File: src/rtl/assert_macros.svh
// assertion helpers shared by the rtl
`ifndef ASSERT_MACROS_SVH
`define ASSERT_MACROS_SVH

`ifndef NO_ASSERTIONS

// same-cycle implication, checked out of reset
`define ASSERT_IMPL(label, clk, rst_n, ante, cons) \
    label: assert property (@(posedge clk) disable iff (!rst_n) (ante) |-> (cons)) \
        else $error("assertion failed: same-cycle implication");

// next-cycle implication, checked out of reset
`define ASSERT_NEXT(label, clk, rst_n, ante, cons) \
    label: assert property (@(posedge clk) disable iff (!rst_n) (ante) |=> (cons)) \
        else $error("assertion failed: next-cycle implication");

`else

`define ASSERT_IMPL(label, clk, rst_n, ante, cons)
`define ASSERT_NEXT(label, clk, rst_n, ante, cons)

`endif

`endif

File: src/rtl/tftp_rx_pkg.sv
package tftp_rx_pkg;

    // event kinds
    localparam logic [1:0] FUNC_START = 2'd0;
    localparam logic [1:0] FUNC_PACKET = 2'd1;
    localparam logic [1:0] FUNC_TIMER = 2'd2;

    // tftp opcodes
    localparam logic [15:0] OPC_DATA = 16'd3;
    localparam logic [15:0] OPC_ERROR = 16'd5;

    // result actions
    localparam logic [2:0] ACT_NONE = 3'd0;
    localparam logic [2:0] ACT_REQUEST = 3'd1;
    localparam logic [2:0] ACT_ACK = 3'd2;
    localparam logic [2:0] ACT_ERROR = 3'd3;
    localparam logic [2:0] ACT_BAD_OPCODE = 3'd4;
    localparam logic [2:0] ACT_RESEND = 3'd5;

    // error kinds
    localparam logic [2:0] ERR_NONE = 3'd0;
    localparam logic [2:0] ERR_INVALID_BLOCK = 3'd1;
    localparam logic [2:0] ERR_INVALID_STATE = 3'd2;
    localparam logic [2:0] ERR_INVALID_PORT = 3'd3;
    localparam logic [2:0] ERR_UNEXPECTED_BLOCK = 3'd4;

    // configuration register indexes
    localparam logic [1:0] CFG_SRC_PORT_BASE = 2'd0;
    localparam logic [1:0] CFG_BLOCK_SIZE = 2'd1;

    // reset values of the configuration registers
    localparam logic [15:0] SRC_PORT_BASE_RESET = 16'd1024;
    localparam logic [10:0] BLOCK_SIZE_RESET = 11'd512;

    // the request port cycle spans base .. base + 256
    localparam logic [16:0] PORT_CYCLE_SPAN = 17'd256;

    // low nibble pattern that raises the activity tick
    localparam logic [3:0] TICK_NIBBLE = 4'hf;

    typedef struct packed {
        logic [1:0] func;
        logic [15:0] opcode;
        logic [15:0] block_num;
        logic [15:0] peer_port;
        logic [10:0] payload_len;
        logic [31:0] load_addr;
        logic [15:0] peer_err_code;
        logic give_up;
    } in_item_t;

    typedef struct packed {
        logic [2:0] action;
        logic [15:0] ack_block;
        logic [2:0] error_kind;
        logic write_enable;
        logic [31:0] write_addr;
        logic [10:0] write_len;
        logic [2:0] xfer_state;
        logic [31:0] total_bytes;
        logic total_valid;
        logic [15:0] request_port;
        logic activity_tick;
        logic [15:0] peer_error;
    } out_item_t;

endpackage

File: src/rtl/tftp_client_receive_fsm.sv
// channel | direction | handshake               | payload
// in      | input     | in_valid / in_ready     | in_data   (tftp_rx_pkg::in_item_t)
// out     | output    | out_valid / out_ready   | out_data  (tftp_rx_pkg::out_item_t)
// cfg     | input     | cfg_valid / cfg_ready   | cfg_index, cfg_data
//
// one event per cycle: the decision is a single pass of logic on the transfer
// registers and the incoming event, landing in the result register in the
// cycle after the transfer in. the result register is the only stall point: a
// new event is taken whenever the result register is empty or being drained.
// cfg writes never stall (cfg_ready is high). rst_n clears transfer state,
// config registers (to 1024 / 512) and the result valid; no clearing pass.
module tftp_client_receive_fsm #(
    parameter int ADDR_WIDTH = 32
) (
    input  logic                  clk,
    input  logic                  rst_n,
    input  logic                  in_valid,
    output logic                  in_ready,
    input  tftp_rx_pkg::in_item_t in_data,
    output logic                  out_valid,
    input  logic                  out_ready,
    output tftp_rx_pkg::out_item_t out_data,
    input  logic                  cfg_valid,
    output logic                  cfg_ready,
    input  logic [1:0]            cfg_index,
    input  logic [15:0]           cfg_data
);
    import tftp_rx_pkg::*;

`include "assert_macros.svh"

    typedef enum logic [2:0] {
        ST_IDLE    = 3'd0,
        ST_SENT    = 3'd1,
        ST_ACTIVE  = 3'd2,
        ST_ERROR   = 3'd3,
        ST_TIMEOUT = 3'd4
    } state_t;

    // configuration
    logic [15:0] src_port_base_reg;
    logic [10:0] block_size_reg;

    // transfer state
    state_t                  state_reg, state_next;
    logic [15:0]             prev_block_reg, prev_block_next;
    logic [15:0]             server_port_reg, server_port_next;
    logic [ADDR_WIDTH-1:0]   next_addr_reg, next_addr_next;
    logic [31:0]             byte_total_reg, byte_total_next;
    logic                    byte_total_ok_reg, byte_total_ok_next;
    logic [15:0]             local_port_reg, local_port_next;
    logic                    last_was_request_reg, last_was_request_next;

    // result register
    logic      out_valid_reg;
    out_item_t out_data_reg, out_data_next;

    logic        in_fire;
    logic [15:0] port_advanced;
    logic        go;
    logic [15:0] prev_eff;
    logic [15:0] server_eff;

    // terms watched by the checks at the end
    logic        out_write;
    logic        out_err_kind;
    logic        start_fire;
    logic        start_seen;

    // result register drains or is empty: take the next event
    assign in_ready  = !out_valid_reg || out_ready;
    assign in_fire   = in_valid && in_ready;
    assign cfg_ready = 1'b1;
    assign out_valid = out_valid_reg;
    assign out_data  = out_data_reg;

    // next request port in the cycle, 17-bit compare so base + 256 never wraps
    assign port_advanced = ({1'b0, local_port_reg} < ({1'b0, src_port_base_reg} + PORT_CYCLE_SPAN))
                           ? local_port_reg + 16'd1 : src_port_base_reg;

    always_comb
    begin
        state_next            = state_reg;
        prev_block_next       = prev_block_reg;
        server_port_next      = server_port_reg;
        next_addr_next        = next_addr_reg;
        byte_total_next       = byte_total_reg;
        byte_total_ok_next    = byte_total_ok_reg;
        local_port_next       = local_port_reg;
        last_was_request_next = last_was_request_reg;
        out_data_next         = '0;
        go                    = 1'b0;
        prev_eff              = prev_block_reg;
        server_eff            = server_port_reg;

        case (in_data.func)
            FUNC_START:
            begin
                state_next                 = ST_SENT;
                next_addr_next             = ADDR_WIDTH'(in_data.load_addr);
                byte_total_next            = 32'd0;
                byte_total_ok_next         = 1'b1;
                local_port_next            = port_advanced;
                last_was_request_next      = 1'b1;
                out_data_next.request_port = port_advanced;
                out_data_next.action       = ACT_REQUEST;
            end
            FUNC_TIMER:
            begin
                if (state_reg == ST_SENT || state_reg == ST_ACTIVE)
                begin
                    if (in_data.give_up)
                    begin
                        state_next = ST_TIMEOUT;
                    end
                    else
                    begin
                        out_data_next.action = ACT_RESEND;
                        if (last_was_request_reg)
                        begin
                            local_port_next            = port_advanced;
                            out_data_next.request_port = port_advanced;
                        end
                    end
                end
            end
            FUNC_PACKET:
            begin
                if (in_data.opcode == OPC_DATA)
                begin
                    // first data block after a request locks the server port
                    if (state_reg == ST_SENT)
                    begin
                        prev_eff        = 16'd0;
                        prev_block_next = 16'd0;
                        if (in_data.block_num == 16'd1)
                        begin
                            server_eff       = in_data.peer_port;
                            server_port_next = in_data.peer_port;
                            state_next       = ST_ACTIVE;
                            go               = 1'b1;
                        end
                        else
                        begin
                            state_next               = ST_ERROR;
                            out_data_next.action     = ACT_ERROR;
                            out_data_next.error_kind = ERR_INVALID_BLOCK;
                        end
                    end
                    else if (state_reg == ST_IDLE && in_data.block_num == prev_block_reg)
                    begin
                        // late duplicate of the final block
                        out_data_next.action    = ACT_ACK;
                        out_data_next.ack_block = in_data.block_num;
                    end
                    else if (state_reg != ST_ACTIVE)
                    begin
                        state_next               = ST_ERROR;
                        out_data_next.action     = ACT_ERROR;
                        out_data_next.error_kind = ERR_INVALID_STATE;
                    end
                    else
                    begin
                        go = 1'b1;
                    end

                    if (go)
                    begin
                        if (in_data.peer_port != server_eff)
                        begin
                            out_data_next.action     = ACT_ERROR;
                            out_data_next.error_kind = ERR_INVALID_PORT;
                        end
                        else if (in_data.block_num == prev_eff)
                        begin
                            out_data_next.action    = ACT_ACK;
                            out_data_next.ack_block = in_data.block_num;
                        end
                        else if ({1'b0, in_data.block_num} != ({1'b0, prev_eff} + 17'd1))
                        begin
                            state_next               = ST_ERROR;
                            byte_total_ok_next       = 1'b0;
                            out_data_next.action     = ACT_ERROR;
                            out_data_next.error_kind = ERR_UNEXPECTED_BLOCK;
                        end
                        else
                        begin
                            byte_total_next = byte_total_reg + 32'(in_data.payload_len);
                            prev_block_next = in_data.block_num;
                            // short block ends the transfer
                            if (in_data.payload_len < block_size_reg)
                            begin
                                state_next = ST_IDLE;
                            end
                            next_addr_next = next_addr_reg + ADDR_WIDTH'(in_data.payload_len);
                            out_data_next.write_enable  = 1'b1;
                            out_data_next.write_addr    = 32'(next_addr_reg);
                            out_data_next.write_len     = in_data.payload_len;
                            out_data_next.activity_tick =
                                (in_data.block_num[3:0] == TICK_NIBBLE);
                            out_data_next.action    = ACT_ACK;
                            out_data_next.ack_block = in_data.block_num;
                        end
                    end
                    last_was_request_next = 1'b0;
                end
                else if (in_data.opcode == OPC_ERROR)
                begin
                    byte_total_ok_next       = 1'b0;
                    state_next               = ST_ERROR;
                    out_data_next.peer_error = in_data.peer_err_code;
                end
                else
                begin
                    byte_total_ok_next   = 1'b0;
                    out_data_next.action = ACT_BAD_OPCODE;
                end
            end
            default:
            begin
                // unused event code: no change
            end
        endcase

        out_data_next.xfer_state  = 3'(state_next);
        out_data_next.total_bytes = byte_total_next;
        out_data_next.total_valid = byte_total_ok_next;
    end

    // configuration registers
    always_ff @(posedge clk or negedge rst_n)
    begin
        if (!rst_n)
        begin
            src_port_base_reg <= SRC_PORT_BASE_RESET;
            block_size_reg    <= BLOCK_SIZE_RESET;
        end
        else if (cfg_valid && cfg_ready)
        begin
            case (cfg_index)
                CFG_SRC_PORT_BASE: src_port_base_reg <= cfg_data;
                CFG_BLOCK_SIZE:    block_size_reg    <= cfg_data[10:0];
                default:
                begin
                    // index beyond the register list: ignored
                end
            endcase
        end
    end

    // transfer state and result valid
    always_ff @(posedge clk or negedge rst_n)
    begin
        if (!rst_n)
        begin
            state_reg            <= ST_IDLE;
            prev_block_reg       <= 16'd0;
            server_port_reg      <= 16'd0;
            next_addr_reg        <= '0;
            byte_total_reg       <= 32'd0;
            byte_total_ok_reg    <= 1'b0;
            local_port_reg       <= SRC_PORT_BASE_RESET;
            last_was_request_reg <= 1'b0;
            out_valid_reg        <= 1'b0;
        end
        else
        begin
            if (in_fire)
            begin
                state_reg            <= state_next;
                prev_block_reg       <= prev_block_next;
                server_port_reg      <= server_port_next;
                next_addr_reg        <= next_addr_next;
                byte_total_reg       <= byte_total_next;
                byte_total_ok_reg    <= byte_total_ok_next;
                local_port_reg       <= local_port_next;
                last_was_request_reg <= last_was_request_next;
                out_valid_reg        <= 1'b1;
            end
            else if (out_ready)
            begin
                out_valid_reg <= 1'b0;
            end
        end
    end

    // result payload, loaded with each transfer in
    always_ff @(posedge clk)
    begin
        if (in_fire)
        begin
            out_data_reg <= out_data_next;
        end
    end

    assign out_write    = out_valid && out_data.write_enable;
    assign out_err_kind = out_valid && (out_data.error_kind != ERR_NONE);
    assign start_fire   = in_fire && (in_data.func == FUNC_START);
    assign start_seen   = out_valid && (out_data.action == ACT_REQUEST) && (state_reg == ST_SENT);

    // a payload write is always acknowledged
    `ASSERT_IMPL(a_write_acks, clk, rst_n, out_write, out_data.action == ACT_ACK)
    // an error kind only travels with a send-error action
    `ASSERT_IMPL(a_err_kind_action, clk, rst_n, out_err_kind, out_data.action == ACT_ERROR)
    // a start always yields a request and moves to request sent
    `ASSERT_NEXT(a_start_request, clk, rst_n, start_fire, start_seen)

endmodule
File: config.mk
export PLATFORM = sky130hd
export DESIGN_NAME = tftp_client_receive_fsm
export DESIGN_NICKNAME = d
export VERILOG_FILES = /design/src/rtl/tftp_rx_pkg.sv /design/src/rtl/tftp_client_receive_fsm.sv
export VERILOG_INCLUDE_DIRS = /design/src /design/src/rtl
export SDC_FILE = /design/constraint.sdc
export NUM_CORES = 1
export LEC_CHECK = 0
export ABC_AREA = 1
export BUFFER_PORTS_ARGS = -buffer_cell sky130_fd_sc_hd__buf_2
export CAP_MARGIN = 20
export CORE_ASPECT_RATIO = 1.75
export CORE_MARGIN = 3
export CORE_UTILIZATION = 62
export DETAILED_ROUTE_END_ITERATION = 10
export GPL_ROUTABILITY_DRIVEN = 0
export GPL_TIMING_DRIVEN = 0
export PLACE_DENSITY_LB_ADDON = 0.05
export SLEW_MARGIN = 20
export SYNTH_ARGS = -nofsm -noshare
export SYNTH_HDL_FRONTEND = slang
export SYNTH_SLANG_ARGS = --single-unit
File: constraint.sdc
create_clock -name clk -period 15.15 [get_ports clk]
set_input_delay 3.03 -clock clk [delete_from_list [all_inputs] [get_ports clk]]
set_output_delay 3.03 -clock clk [all_outputs]
set_load 0.02 [all_outputs]
==> flow_metrics.tcl <==
set metrics [dict create \
    status "finished, final reports clean" \
    register_area_mm2 0.00769 \
    cts_setup_buffers 0 \
    avgSynthCellArea_um2 8.39 \
    core.rowCount 78 \
    synth_edf_count 135 \
    wl_per_cell_um 18.4 \
    top_level_ports 271 \
    cts_tree "done" \
    ant_nets 0 \
    place_area_mm2 0.0184 \
    synthToLayoutAreaGrowth_pct 16.7 \
    initial_core_util_pct 63.3 \
    vdd_ir_drop_max_v 0.000123 \
    p_total_mw 2.21 \
    powerDensity_mw_per_mm2 114 \
    synth_top_area_share_pct 24.5 \
    cts_sinks 280 \
    tns_ns 0 \
    cts_made_buffers 26 \
    r2r_cells 15 \
    drive_gt1_share_pct 19.2 \
    final_nets 2458 \
    post-route-util_pct 73.9 \
    dieArea_mm2 0.0288 \
    vias_per_cell 5.82 \
    path_max_fanout 3 \
    post-dp-hpwl_um 35800 \
    hold_viol_final 0 \
    synth_nets 2160 \
    synthMostInstantiatedCell "nand2_1" \
    tightest_slew_ns 0.933 \
    final_cells 2614 \
    post-place-cells 2565 \
    holdCritStartpoint "block_size_reg[3]$_DFFE_PN0P_" \
    worst_slack_ns 8.72 \
    yosysUniqueCellTypes 63 \
    root_buffer "clkbuf_16" \
    synth_cells 1975 \
    holdWs_ns 0.487 \
    ctsHoldBuffers 0 \
    multiInputGateArea_mm2 0.00751 \
    grt_pass1_wl_um 75300 \
    die_w_um 130 \
    fmax_mhz 156 \
    post-route-period-util_pct 42.4 \
    yosys_warnings 0 \
    p_leak_nw 9.14 \
    core-area_mm2 0.0262 \
    final-setup-viol-count 0 \
    synthesis.area_mm2 0.0166 \
    synth_top_cells_by_area "edfxtp_1 (24%), dfrtp_1 (21%), nand2_1 (10%), inv_1 (5.6%), o21ai_0 (4.7%)" \
    hold_path_depth 2 \
    grt_max_degree 89 \
    cts_max_level 1 \
    first_global_vias 15200 \
    die_h_um 222 \
    arrival_ns 3.40 \
    fillCellCount 2034 \
    antenna_found_initial 0 \
    path_clk_slew_ns 0.06 \
    port_buffers 267 \
    async_flop_share_pct 51.8 \
    largest_reg_flops 135 \
    timing.rr.start "src_port_base_reg[8]$_DFFE_PN0P_" \
    critical_path_class "in -> out" \
    grt_overflow 0 \
    skew_ns 0.0131 \
    drt_wl_total_um 48100 \
    synth_top_flop_cell "dfrtp_1" \
    cts_resized 0 \
    synthTopCellsByCount "nand2_1 (452), inv_1 (245), nor2_1 (161)" \
    synth_top_area_cell "edfxtp_1" \
    firstDrtPassIters 8 \
    route.detailed.drc 0 \
    max-slew-margin-rel_pct 37.7 \
    end_kind "output port" \
    worstReg2RegEnd "out_data[23]$_DFFE_PP_" \
    period_needed_ns 6.43 \
    cp.required_ns 12.12 \
    grt_setup_unrepaired "false" \
    worst_setup_path_start_kind "primary input" \
    drv_slew 0 \
    insertion_delay_ns 0.56 \
    whs_endpoint "block_size_reg[3]$_DFFE_PN0P_" \
    r2r_slack_ns 11.39 \
    vias 15200 \
    final_area_mm2 0.0193 \
    place_worst_setup_slack_ns 8.72 \
    yosysSeqAreaShare_pct 46.4 \
    grt_util_all_layers_pct 32.9 \
    hp-class "reg -> reg" \
    synth_seq_cells 280 \
    drtIter0Drc 1289 \
    clock_path_buffers 3 \
    cap_viol_max_count 0 \
]
## layer usage
metal / part of all wire, % / global-route usage (%) / up-vias
met3: 6.9 / 4.04 / 179
li1: - / - / 7130
met2: 53 / 59.5 / 736
met1: 35 / 36.2 / 7164
met4: 5.8 / 18.5 / 0
met5: 0 / 0 / -
## worst max-delay path: stages
cell,delay [ns]
buf_2,0.09
inv_1,0.04
nand2_1,0.07
buf_2,0.16
## worst max path at each step
stage	start	endpoint	slack, ns	cells past startpoint
2_1_floorplan	out_ready	byte_total_reg[22]$_DFFE_PN0P_	7.19	6
4_1_cts	out_ready	in_ready	8.72	4
3_3_place_gp	out_ready	byte_total_reg[25]$_DFFE_PN0P_	5.24	7
3_5_place_dp	out_ready	in_ready	8.72	4
6_report	out_ready	in_ready	8.72	4
5_1_grt	out_ready	in_ready	8.69	4
## power by group
group | internal (mW) | leakage (nW) | switching [mW]
registers | 0.885 | 3.16 | 0.0729
clock network | 0.418 | 0.452 | 0.302
logic | 0.179 | 5.53 | 0.350
total | 1.48 | 9.14 | 0.725
## cells in the final DEF, fill, tap and decap left out, types with 4 or more instances in the layout
cell and instances:
nor4_1 10, nor2_2 11, edfxtp_1 135, or2_2 7, buf_12 4, o211ai_1 19, inv_1 245, and3_1 13
clkinv_2 5, o21ai_1 41, clkbuf_1 40, buf_2 274, inv_2 6, nor2_8 4, a21oi_1 55, nand3b_1 24
a21boi_0 4, nor3_1 50, bufinv_16 5, o21ai_0 154, xor2_1 45, nand2_2 5, clkbuf_16 27, nand4_1 30
nor2_4 43, dfrtp_1 142, a31oi_1 12, nor2_1 161, ha_1 50, clkinv_1 4, nand2_1 452, xnor2_1 11
nand3_1 120, o22ai_1 5, buf_6 7
## layout make-up
class,count,share of cell area (%)
antenna,1,0.0129
buffer,64,2.04
clock buffer,31,3.62
clock inverter,17,1.18
inverter,257,5.04
multi-input combinational,1374,38.9
sequential,280,39.8
tap,320,2.07
timing repair buffer,270,7.39
## logic make-up after synthesis
logic type,synth area share (%)
simple gates,27.3
flops,46.4
xor+xnor,3.16
other cells,0.0226
buf+inv,8.24
compound gates,10.7
mux,0.204
fa+ha+maj,4.02
Power figures use the tool's default switching activity.
